--- src/rtl/clsv_pkg.sv ---
// Shared types and constants of the cross-lane sync voter.
// No dependencies; used by every module of the block through scoped names.
package clsv_pkg;

  localparam int MAX_LANES = 4;
  localparam int WORD_W    = 32;
  localparam int TIME_W    = 32;
  localparam int TO_W      = 16;

  // Word a lane shows when nothing was received
  localparam logic [WORD_W-1:0] NO_WORD = '1;

  localparam logic [TO_W-1:0]   PRESYNC_TO_RST = 16'd1000;
  localparam logic [TO_W-1:0]   SYNC_TO_RST    = 16'd800;
  localparam logic [WORD_W-1:0] SYNC_WORD_RST  = 32'd15;

  // Register indexes, byte address 4*index
  localparam logic [1:0] REG_PRESYNC_TO = 2'd0;
  localparam logic [1:0] REG_SYNC_TO    = 2'd1;
  localparam logic [1:0] REG_SYNC_WORD  = 2'd2;

  localparam logic OP_START = 1'b0;
  localparam logic OP_POLL  = 1'b1;

  typedef struct packed {
    logic [TO_W-1:0]   presync_timeout;
    logic [TO_W-1:0]   sync_timeout;
    logic [WORD_W-1:0] sync_word;
  } cfg_t;

  typedef struct packed {
    logic match;
    logic silent;
  } lane_flags_t;

  typedef struct packed {
    logic                 send_sync;
    logic                 done_res;
    logic [MAX_LANES-1:0] fail_mask;
    logic [MAX_LANES-1:0] navail_mask;
  } res_t;

endpackage

--- src/rtl/cross_lane_sync_voter.sv ---
// Cross-lane sync voter: takes one word per clock when in_stall is low. Each
// word is decided in the cycle it is accepted: the lane checkers and the
// merge stage update the handshake state in that one clock, and a result
// is registered in the output or skid entry. Sustained rate is one word per
// cycle; in_stall rises only when the output register and its skid entry are
// both full. A start word opens pre-sync; polls end a phase on their second
// satisfied or timed-out occurrence, giving send_sync at the end of pre-sync
// and done_res with the lane masks at the end of sync. Registers sit at byte
// addresses 0 (pre-sync timeout), 4 (sync timeout) and 8 (sync word).
// Depends on clsv_pkg, clsv_lane, clsv_merge and clsv_skid.
module cross_lane_sync_voter #(
  parameter int LANES = 4
) (
  input  logic                               clk,
  input  logic                               rst,
  input  logic                               psel,
  input  logic                               penable,
  input  logic                               pwrite,
  input  logic [3:0]                         paddr,
  input  logic [31:0]                        pwdata,
  output logic [31:0]                        prdata,
  output logic                               pready,
  input  logic                               in_valid,
  output logic                               in_stall,
  input  logic                               operation,
  input  logic [clsv_pkg::MAX_LANES-1:0]     lane_off_mask,
  input  logic [clsv_pkg::MAX_LANES-1:0]     lane_iso_mask,
  input  logic [clsv_pkg::TIME_W-1:0]        time_now,
  input  logic signed [clsv_pkg::WORD_W-1:0] word_lane0,
  input  logic signed [clsv_pkg::WORD_W-1:0] word_lane1,
  input  logic signed [clsv_pkg::WORD_W-1:0] word_lane2,
  input  logic signed [clsv_pkg::WORD_W-1:0] word_lane3,
  output logic                               out_valid,
  input  logic                               out_stall,
  output logic                               send_sync,
  output logic                               done_res,
  output logic [clsv_pkg::MAX_LANES-1:0]     fail_mask,
  output logic [clsv_pkg::MAX_LANES-1:0]     navail_mask
);

  clsv_pkg::cfg_t        cfg;
  logic                  cfg_wr;
  logic                  accept;
  logic [clsv_pkg::WORD_W-1:0] words [clsv_pkg::MAX_LANES];
  clsv_pkg::lane_flags_t flags [clsv_pkg::MAX_LANES];
  logic                  res_valid;
  clsv_pkg::res_t        res;
  clsv_pkg::res_t        out_word;
  logic                  full;

  assign pready = 1'b1;
  assign cfg_wr = psel && penable && pwrite && pready;

  always_ff @(posedge clk) begin
    if (rst) begin
      cfg.presync_timeout <= clsv_pkg::PRESYNC_TO_RST;
      cfg.sync_timeout    <= clsv_pkg::SYNC_TO_RST;
      cfg.sync_word       <= clsv_pkg::SYNC_WORD_RST;
    end else if (cfg_wr) begin
      unique case (paddr[3:2])
        clsv_pkg::REG_PRESYNC_TO: cfg.presync_timeout <= pwdata[15:0];
        clsv_pkg::REG_SYNC_TO:    cfg.sync_timeout    <= pwdata[15:0];
        clsv_pkg::REG_SYNC_WORD:  cfg.sync_word       <= pwdata;
        default: ;
      endcase
    end
  end

  always_comb begin
    unique case (paddr[3:2])
      clsv_pkg::REG_PRESYNC_TO: prdata = {16'd0, cfg.presync_timeout};
      clsv_pkg::REG_SYNC_TO:    prdata = {16'd0, cfg.sync_timeout};
      clsv_pkg::REG_SYNC_WORD:  prdata = cfg.sync_word;
      default:                  prdata = '0;
    endcase
  end

  assign in_stall = full;
  assign accept   = in_valid && !in_stall;

  assign words[0] = word_lane0;
  assign words[1] = word_lane1;
  assign words[2] = word_lane2;
  assign words[3] = word_lane3;

  for (genvar l = 0; l < clsv_pkg::MAX_LANES; l++) begin : g_lane
    if (l < LANES) begin : g_on
      clsv_lane u_lane (
        .word      (words[l]),
        .sync_word (cfg.sync_word),
        .flags     (flags[l])
      );
    end else begin : g_off
      assign flags[l] = '0;
    end
  end

  clsv_merge #(
    .LANES (LANES)
  ) u_merge (
    .clk           (clk),
    .rst           (rst),
    .accept        (accept),
    .operation     (operation),
    .lane_off_mask (lane_off_mask),
    .lane_iso_mask (lane_iso_mask),
    .time_now      (time_now),
    .flags         (flags),
    .cfg           (cfg),
    .res_valid     (res_valid),
    .res           (res)
  );

  clsv_skid u_skid (
    .clk       (clk),
    .rst       (rst),
    .res_valid (res_valid),
    .res       (res),
    .out_stall (out_stall),
    .out_valid (out_valid),
    .out_word  (out_word),
    .full      (full)
  );

  assign send_sync   = out_word.send_sync;
  assign done_res    = out_word.done_res;
  assign fail_mask   = out_word.fail_mask;
  assign navail_mask = out_word.navail_mask;

endmodule

--- src/rtl/clsv_lane.sv ---
// One lane of the voter: checks the received word against the sync word and flags a silent lane.
// Depends on clsv_pkg.
module clsv_lane (
  input  logic [clsv_pkg::WORD_W-1:0] word,
  input  logic [clsv_pkg::WORD_W-1:0] sync_word,
  output clsv_pkg::lane_flags_t       flags
);

  always_comb begin
    flags.match  = (word == sync_word);
    flags.silent = (word == clsv_pkg::NO_WORD);
  end

endmodule

--- src/rtl/clsv_merge.sv ---
// Merge stage and handshake state: combines the lane flags, keeps counts,
// phase and timing, and produces at most one result per word.
// Depends on clsv_pkg.
module clsv_merge #(
  parameter int LANES = 4
) (
  input  logic                                clk,
  input  logic                                rst,
  input  logic                                accept,
  input  logic                                operation,
  input  logic [clsv_pkg::MAX_LANES-1:0]      lane_off_mask,
  input  logic [clsv_pkg::MAX_LANES-1:0]      lane_iso_mask,
  input  logic [clsv_pkg::TIME_W-1:0]         time_now,
  input  clsv_pkg::lane_flags_t               flags [clsv_pkg::MAX_LANES],
  input  clsv_pkg::cfg_t                      cfg,
  output logic                                res_valid,
  output clsv_pkg::res_t                      res
);

  typedef enum logic [1:0] {
    PH_IDLE,
    PH_PRESYNC,
    PH_SYNC
  } phase_t;

  localparam logic [clsv_pkg::MAX_LANES-1:0] LaneMask =
    clsv_pkg::MAX_LANES'((1 << LANES) - 1);

  phase_t                        phase;
  logic [1:0]                    end_count;
  logic [1:0]                    correct_count;
  logic [1:0]                    needed_min;
  logic [2:0]                    healthy_count;
  logic [clsv_pkg::TIME_W-1:0]   phase_start;
  logic [clsv_pkg::MAX_LANES-1:0] good_mask;

  logic [clsv_pkg::MAX_LANES-1:0] match_vec;
  logic [clsv_pkg::MAX_LANES-1:0] silent_vec;
  logic [clsv_pkg::MAX_LANES-1:0] good_next;
  logic [clsv_pkg::MAX_LANES-1:0] bad;
  logic [2:0]                    healthy_next;
  logic [2:0]                    match_cnt;
  logic [2:0]                    cc_sum;
  logic [1:0]                    correct_next;
  logic [clsv_pkg::TIME_W-1:0]   elapsed;
  logic [clsv_pkg::TO_W-1:0]     limit;
  logic                          phase_hit;
  logic [1:0]                    end_next;
  logic                          poll_live;

  always_comb begin
    bad          = (lane_off_mask | lane_iso_mask) & LaneMask;
    healthy_next = '0;
    match_cnt    = '0;
    for (int i = 0; i < clsv_pkg::MAX_LANES; i++) begin
      match_vec[i]  = flags[i].match & LaneMask[i];
      silent_vec[i] = flags[i].silent & LaneMask[i];
      healthy_next  = healthy_next + 3'(LaneMask[i] & ~bad[i]);
      match_cnt     = match_cnt + 3'(match_vec[i]);
    end
    good_next    = good_mask | match_vec;
    cc_sum       = {1'b0, correct_count} + match_cnt;
    correct_next = (cc_sum > 3'd3) ? 2'd3 : cc_sum[1:0];
    elapsed      = time_now - phase_start;
    limit        = (phase == PH_PRESYNC) ? cfg.presync_timeout : cfg.sync_timeout;
    phase_hit    = (correct_next >= needed_min) ||
                   (elapsed > {{(clsv_pkg::TIME_W-clsv_pkg::TO_W){1'b0}}, limit});
    end_next     = end_count + 2'(phase_hit);
    poll_live    = accept && (operation == clsv_pkg::OP_POLL) && (phase != PH_IDLE);

    res_valid       = poll_live && (end_next == 2'd2);
    res.send_sync   = (phase == PH_PRESYNC);
    res.done_res    = (phase == PH_SYNC);
    res.fail_mask   = (phase == PH_SYNC) ? (~good_next & ~silent_vec & LaneMask) : '0;
    res.navail_mask = (phase == PH_SYNC) ? (~good_next & LaneMask) : '0;
  end

  always_ff @(posedge clk) begin
    if (rst) begin
      phase         <= PH_IDLE;
      end_count     <= '0;
      correct_count <= '0;
      needed_min    <= '0;
      healthy_count <= '0;
      phase_start   <= '0;
      good_mask     <= '0;
    end else if (accept && operation == clsv_pkg::OP_START) begin
      healthy_count <= healthy_next;
      if (healthy_next >= 3'd3) begin
        needed_min <= 2'd2;
      end else if (healthy_next == 3'd2) begin
        needed_min <= 2'd1;
      end else begin
        needed_min <= 2'd0;
      end
      good_mask     <= '0;
      correct_count <= '0;
      end_count     <= '0;
      phase_start   <= time_now;
      phase         <= PH_PRESYNC;
    end else if (poll_live) begin
      good_mask     <= good_next;
      correct_count <= correct_next;
      if (end_next == 2'd2) begin
        end_count <= '0;
        if (phase == PH_PRESYNC) begin
          // open sync; the correct count carries over
          phase       <= PH_SYNC;
          phase_start <= time_now;
          if (healthy_count >= 3'd2) begin
            needed_min <= 2'd1;
          end
        end else begin
          phase <= PH_IDLE;
        end
      end else begin
        end_count <= end_next;
      end
    end
  end

  a_end_count_range: assert property (@(posedge clk) disable iff (rst)
    end_count != 2'd3)
    else $error("end count out of range");

  a_res_exclusive: assert property (@(posedge clk) disable iff (rst)
    res_valid |-> (res.send_sync ^ res.done_res))
    else $error("result is neither send-sync nor done");

  a_presync_to_sync: assert property (@(posedge clk) disable iff (rst)
    (res_valid && res.send_sync) |=> (phase == PH_SYNC))
    else $error("send-sync did not open the sync phase");

  a_done_to_idle: assert property (@(posedge clk) disable iff (rst)
    (res_valid && res.done_res) |=> (phase == PH_IDLE))
    else $error("done result did not close the handshake");

endmodule

--- src/rtl/clsv_skid.sv ---
// Output register with one skid entry, so a result can be parked while the
// output word is stalled. Depends on clsv_pkg.
module clsv_skid (
  input  logic           clk,
  input  logic           rst,
  input  logic           res_valid,
  input  clsv_pkg::res_t res,
  input  logic           out_stall,
  output logic           out_valid,
  output clsv_pkg::res_t out_word,
  output logic           full
);

  logic           skid_valid;
  clsv_pkg::res_t skid_word;

  assign full = skid_valid;

  always_ff @(posedge clk) begin
    if (rst) begin
      out_valid  <= 1'b0;
      skid_valid <= 1'b0;
    end else if (out_valid && out_stall) begin
      // hold the output word, park a new result
      if (res_valid) begin
        skid_valid <= 1'b1;
        skid_word  <= res;
      end
    end else if (skid_valid) begin
      out_valid  <= 1'b1;
      out_word   <= skid_word;
      skid_valid <= res_valid;
      skid_word  <= res;
    end else begin
      out_valid <= res_valid;
      out_word  <= res;
    end
  end

  a_skid_behind_out: assert property (@(posedge clk) disable iff (rst)
    skid_valid |-> out_valid)
    else $error("skid entry filled while output register empty");

  a_no_overflow: assert property (@(posedge clk) disable iff (rst)
    !(skid_valid && res_valid && out_stall))
    else $error("result arrived with skid entry full");

  a_skid_drains: assert property (@(posedge clk) disable iff (rst)
    (skid_valid && !out_stall) |=> out_valid)
    else $error("skid entry lost");

endmodule

--- config.mk ---
export PLATFORM = sky130hd
export DESIGN_NAME = cross_lane_sync_voter
export DESIGN_NICKNAME = d
export VERILOG_FILES = /design/src/rtl/clsv_pkg.sv /design/src/rtl/cross_lane_sync_voter.sv /design/src/rtl/clsv_lane.sv /design/src/rtl/clsv_merge.sv /design/src/rtl/clsv_skid.sv
export SDC_FILE = /design/constraint.sdc
export NUM_CORES = 1
export LEC_CHECK = 0
export BUFFER_PORTS_ARGS = -buffer_cell sky130_fd_sc_hd__buf_2
export CAP_MARGIN = 20
export CORE_AREA = 5 5 162 164
export DETAILED_ROUTE_END_ITERATION = 7
export DIE_AREA = 0 0 167 169
export SYNTH_ARGS = -nofsm -noshare
export SYNTH_HDL_FRONTEND = slang
export SYNTH_SLANG_ARGS = --single-unit
--- constraint.sdc ---
create_clock -name clk -period 16.1 [get_ports clk]
set_input_delay 1.61 -clock clk [delete_from_list [all_inputs] [get_ports clk]]
set_output_delay 1.61 -clock clk [all_outputs]
set_load 0.05 [all_outputs]
==> metrics.txt <==
# TYPE chip_impl_metric gauge
chip_impl_info{name="status",value="finished, final reports clean"} 1
chip_impl_metric{name="drv_slew",unit=""} 0
chip_impl_metric{name="sequential_cell_area",unit="um2"} 2840
chip_impl_metric{name="worstPathRequired",unit="ps"} 16140
chip_impl_metric{name="skew",unit="ps"} 13.2
chip_impl_metric{name="share_seq_of_total_power",unit="%"} 37.6
chip_impl_metric{name="dpl-instance-area",unit="um2"} 11100
chip_impl_metric{name="fp.dieW",unit="um"} 167
chip_impl_metric{name="cellPowerDensity",unit="nW/um2"} 79.7
chip_impl_info{name="clock_tree_root",value="sky130_fd_sc_hd__clkbuf_16"} 1
chip_impl_info{name="worst_setup_path_start_kind",value="input pin"} 1
chip_impl_info{name="crit_slowest_cell",value="sky130_fd_sc_hd__nor2_1"} 1
chip_impl_metric{name="pin_count",unit=""} 257
chip_impl_metric{name="synthesis.instances",unit=""} 1254
chip_impl_metric{name="netSwitchingFraction",unit="%"} 30.2
chip_impl_info{name="grt_setup_unrepaired",value="false"} 1
chip_impl_metric{name="clk_path_buf_depth",unit=""} 2
chip_impl_metric{name="global_route.overflow_total",unit=""} 0
chip_impl_info{name="ys_top_cells_by_area",value="sky130_fd_sc_hd__dfxtp_1 (23%), sky130_fd_sc_hd__xor2_1 (12%), sky130_fd_sc_hd__nand2_1 (9.5%)"} 1
chip_impl_metric{name="filler_cell_count",unit=""} 2538
chip_impl_metric{name="multi_input_area",unit="um2"} 6280
chip_impl_metric{name="hpwlAfterDp",unit="um"} 28500
chip_impl_metric{name="holdBufCountCts",unit=""} 0
chip_impl_metric{name="total_die_area",unit="um2"} 28200
chip_impl_metric{name="dp_slack",unit="ps"} 7150
chip_impl_metric{name="tightest_slew",unit="ps"} 1080
chip_impl_metric{name="final_hold_viol_count",unit=""} 0
chip_impl_metric{name="yosys_register_bits",unit=""} 132
chip_impl_metric{name="globalRouteMet2Util",unit="%"} 42.1
chip_impl_metric{name="drtIter0Drc",unit=""} 695
chip_impl_metric{name="maxClockFrequency",unit="MHz"} 118
chip_impl_metric{name="unique_masters_post_synth",unit=""} 61
chip_impl_metric{name="largest_net_degree_at_the_start_of_global_routing",unit=""} 101
chip_impl_metric{name="global_route_track_usage_on_met1",unit="%"} 29.1
chip_impl_metric{name="fin_ws",unit="ps"} 7660
chip_impl_metric{name="port-buffer-count",unit=""} 253
chip_impl_info{name="netlist.top_cell.by_area",value="sky130_fd_sc_hd__dfxtp_1"} 1
chip_impl_metric{name="vias",unit=""} 9592
chip_impl_metric{name="timing.slew.headroom",unit="%"} 28.1
chip_impl_metric{name="final.min_clock_period",unit="ps"} 8440
chip_impl_metric{name="synthToLayoutAreaGrowth",unit="%"} 20.2
chip_impl_metric{name="power_frac_clock",unit="%"} 40.6
chip_impl_metric{name="numCtsBuffers",unit=""} 17
chip_impl_metric{name="worst-endpoint-arrival",unit="ps"} 8480
chip_impl_info{name="min-delay-path-class",value="flop to flop"} 1
chip_impl_metric{name="synth_enable_flop_cells",unit=""} 20
chip_impl_metric{name="grtUsageMet3",unit="%"} 5.91
chip_impl_metric{name="synthesis.yosys.warnings",unit=""} 0
chip_impl_info{name="critical_path_class",value="input pin to flop"} 1
chip_impl_metric{name="slowest_delay",unit="ps"} 700
chip_impl_metric{name="clock_tree.htree_level_count",unit=""} 4
chip_impl_metric{name="initial_utilization",unit="%"} 39.2
chip_impl_metric{name="ctsResizeCount",unit=""} 0
chip_impl_metric{name="drt-pass1-iter-count",unit=""} 6
chip_impl_metric{name="post_cts_setup_buffer_count",unit=""} 0
chip_impl_metric{name="final.setup.tns",unit="ps"} 0
chip_impl_info{name="critical_path.endpoint_type",value="flop"} 1
chip_impl_metric{name="syn_nets",unit=""} 1525
chip_impl_metric{name="nets",unit=""} 1714
chip_impl_metric{name="wirelength",unit="um"} 35700
chip_impl_metric{name="setup_viol",unit=""} 0
chip_impl_metric{name="drcViolationCount",unit=""} 0
chip_impl_metric{name="p_total",unit="uW"} 929
chip_impl_metric{name="part_of_the_yosys_area_used_for_sequential_elements",unit="%"} 29.3
chip_impl_metric{name="core_region_area",unit="um2"} 24700
chip_impl_metric{name="fp-row-count",unit=""} 58
chip_impl_metric{name="power_leakage",unit="nW"} 5.07
chip_impl_metric{name="cap_violations",unit=""} 0
chip_impl_metric{name="combinationalPowerShare",unit="%"} 21.8
chip_impl_metric{name="max-vdd-ir-drop",unit="V"} 0.0000727
chip_impl_metric{name="final_antenna_net_count",unit=""} 0
chip_impl_metric{name="chipHeight",unit="um"} 169
chip_impl_metric{name="first_global_vias",unit=""} 9330
chip_impl_metric{name="gpl.final_weighted_congestion",unit=""} 0.978
chip_impl_metric{name="clock_transition_at_the_registers_of_the_reported_paths",unit="ps"} 60
chip_impl_metric{name="synthDominantCellAreaShare",unit="%"} 23.1
chip_impl_metric{name="globalRouteTotalUtil",unit="%"} 24.2
chip_impl_metric{name="grt_antenna_before_repair",unit=""} 5
chip_impl_metric{name="post_layout_nonfiller_instances",unit=""} 1788
chip_impl_metric{name="clock_latency_reported_for_the_late_side_of_the_worst_skew_pair",unit="ps"} 420
chip_impl_metric{name="finalCritPeriodShare",unit="%"} 52.4
chip_impl_info{name="grt-busiest-layer",value="met2"} 1
chip_impl_metric{name="tritoncts_num_sinks",unit=""} 132
chip_impl_metric{name="syn-cell-area",unit="um2"} 9690
chip_impl_metric{name="path_max_fanout",unit=""} 10
chip_impl_metric{name="synthesis.area_per_instance",unit="um2"} 7.73
chip_impl_metric{name="postLayoutCellArea",unit="um2"} 11700
chip_impl_metric{name="numPlacedInstances",unit=""} 1754
chip_impl_metric{name="async_sr_flop_fraction",unit="%"} 0
chip_impl_metric{name="via_per_inst",unit=""} 5.36
chip_impl_metric{name="wire_per_inst",unit="um"} 19.9
chip_impl_metric{name="wire_length_of_the_first_global_routing_pass",unit="um"} 53900
chip_impl_metric{name="fraction_of_layout_instances_using_a_drive_strength_above_1",unit="%"} 22.0
chip_impl_info{name="synthFlopType",value="sky130_fd_sc_hd__dfxtp_1"} 1
chip_impl_info{name="cts_tree",value="done"} 1
chip_impl_metric{name="power.switching",unit="uW"} 281
chip_impl_metric{name="intPower",unit="uW"} 648
## path summary, 6_finish.rpt
path / from / end / slack, ps / cells after the start
worst min-delay path: u_merge.phase_start[30] / u_merge.phase_start[30] / 450 / 2
worst min register to register: u_merge.phase_start[30] / u_merge.phase_start[30] / 450 / 2
worst max-delay path: word_lane0[13] / u_skid.skid_word[7] / 7660 / 28
worst max register to register: cfg[3] / u_skid.skid_word[7] / 8370 / 27
## synth_stat cells, drive strengths merged, types with 2 or more instances
cell type    n
nand2      244
a21oi      138
xor2       137
dfxtp      112
clkbuf      77
inv         57
ha          55
nand4       52
nor2        46
o21ai       46
nor4        44
mux2i       36
and2        20
edfxtp      20
xnor2       16
nand3       14
nand3b      14
buf         13
nand2b      12
a211oi      10
nor3        10
nor2b        8
a21o         7
mux2         6
o21a         6
o211ai       5
or2          5
or3          5
a41oi        4
fa           4
o2111ai      4
and3         3
o211a        3
o31ai        3
a211o        2
a22oi        2
and4         2
o221ai       2
## area by class of cell
type	instances	share of cell area [%]
antenna	2	0.0430
clock buffer	18	3.68
clock inverter	14	1.19
inverter	57	1.84
multi-input combinational	975	53.9
sequential	132	24.4
tap	330	3.54
timing repair buffer	260	11.4
## layer usage
layer / wire length, um / share of wire, %
met5: 34 / 0.095
met4: 1130 / 3.2
met1: 14800 / 42
met2: 17300 / 49
met3: 2340 / 6.6
## cells in the final DEF, fill, tap and decap left out, types with 16 or more instances in the layout
master                      netlist  final
sky130_fd_sc_hd__xor2_1         137    137
sky130_fd_sc_hd__xnor2_1         16     16
sky130_fd_sc_hd__nor2_1          46     46
sky130_fd_sc_hd__edfxtp_1        20     20
sky130_fd_sc_hd__nand4_1         52     52
sky130_fd_sc_hd__and2_1          20     20
sky130_fd_sc_hd__ha_1            55     55
sky130_fd_sc_hd__nor4_1          44     44
sky130_fd_sc_hd__clkbuf_16        0     17
sky130_fd_sc_hd__mux2i_1         36     36
sky130_fd_sc_hd__dfxtp_1        112    112
sky130_fd_sc_hd__nand2_1        244    244
sky130_fd_sc_hd__inv_1           57     57
sky130_fd_sc_hd__o21ai_0         40     40
sky130_fd_sc_hd__a21oi_1        132    131
sky130_fd_sc_hd__buf_2            3    252
## power groups by stage
stage / clock network [mW] / logic [mW] / registers, mW
after detailed placement: 0 / 0.202 / 0.356
after global placement: 0 / 0.201 / 0.356
after global routing: 0.398 / 0.225 / 0.350
after floorplan: 0 / 0.130 / 0.355
after CTS: 0.384 / 0.203 / 0.349
final: 0.377 / 0.203 / 0.349
## through the flow
step | util (%) | hold WS (ps)
after CTS | 47.1 | 452
after floorplan | - | 430
after global routing | 47.1 | 465
after global placement | 44.7 | 438
after detailed placement | 44.8 | 443
final | 47.1 | 450
## state kept, by name, indices dropped and copies added (netlist names)
register	flops
cfg	64
u_merge.phase_start	32
u_skid.out_word	10
u_skid.skid_word	10
u_merge.good_mask	4
u_merge.correct_count	2
u_merge.end_count	2
u_merge.healthy_count	2
u_merge.needed_min	2
u_merge.phase	2
u_skid.full	1
u_skid.out_valid	1
## cells by family (layout without fill, tap and decap cells)
logic type,count (synthesis),after routing,synth area share [%]
AND/OR/NAND/NOR,483,483,23.7
AO/OA/AOI/OAI,237,237,14.6
XOR/XNOR,153,153,13.8
buffers and inverters,147,349,6.13
flip-flops,132,132,29.3
adder cells (fa/ha/maj),59,59,7.93
multiplexers,42,42,4.42
other,1,3,0.0387
## critical path, delay by kind of cell
family / cells / cell delay, ps
simple gates: 11 / 3280
fa+ha+maj: 6 / 1920
compound gates: 6 / 1170
xor+xnor: 2 / 320
buf+inv: 3 / 200
Note: power is estimated with default switching activity, not from simulation.
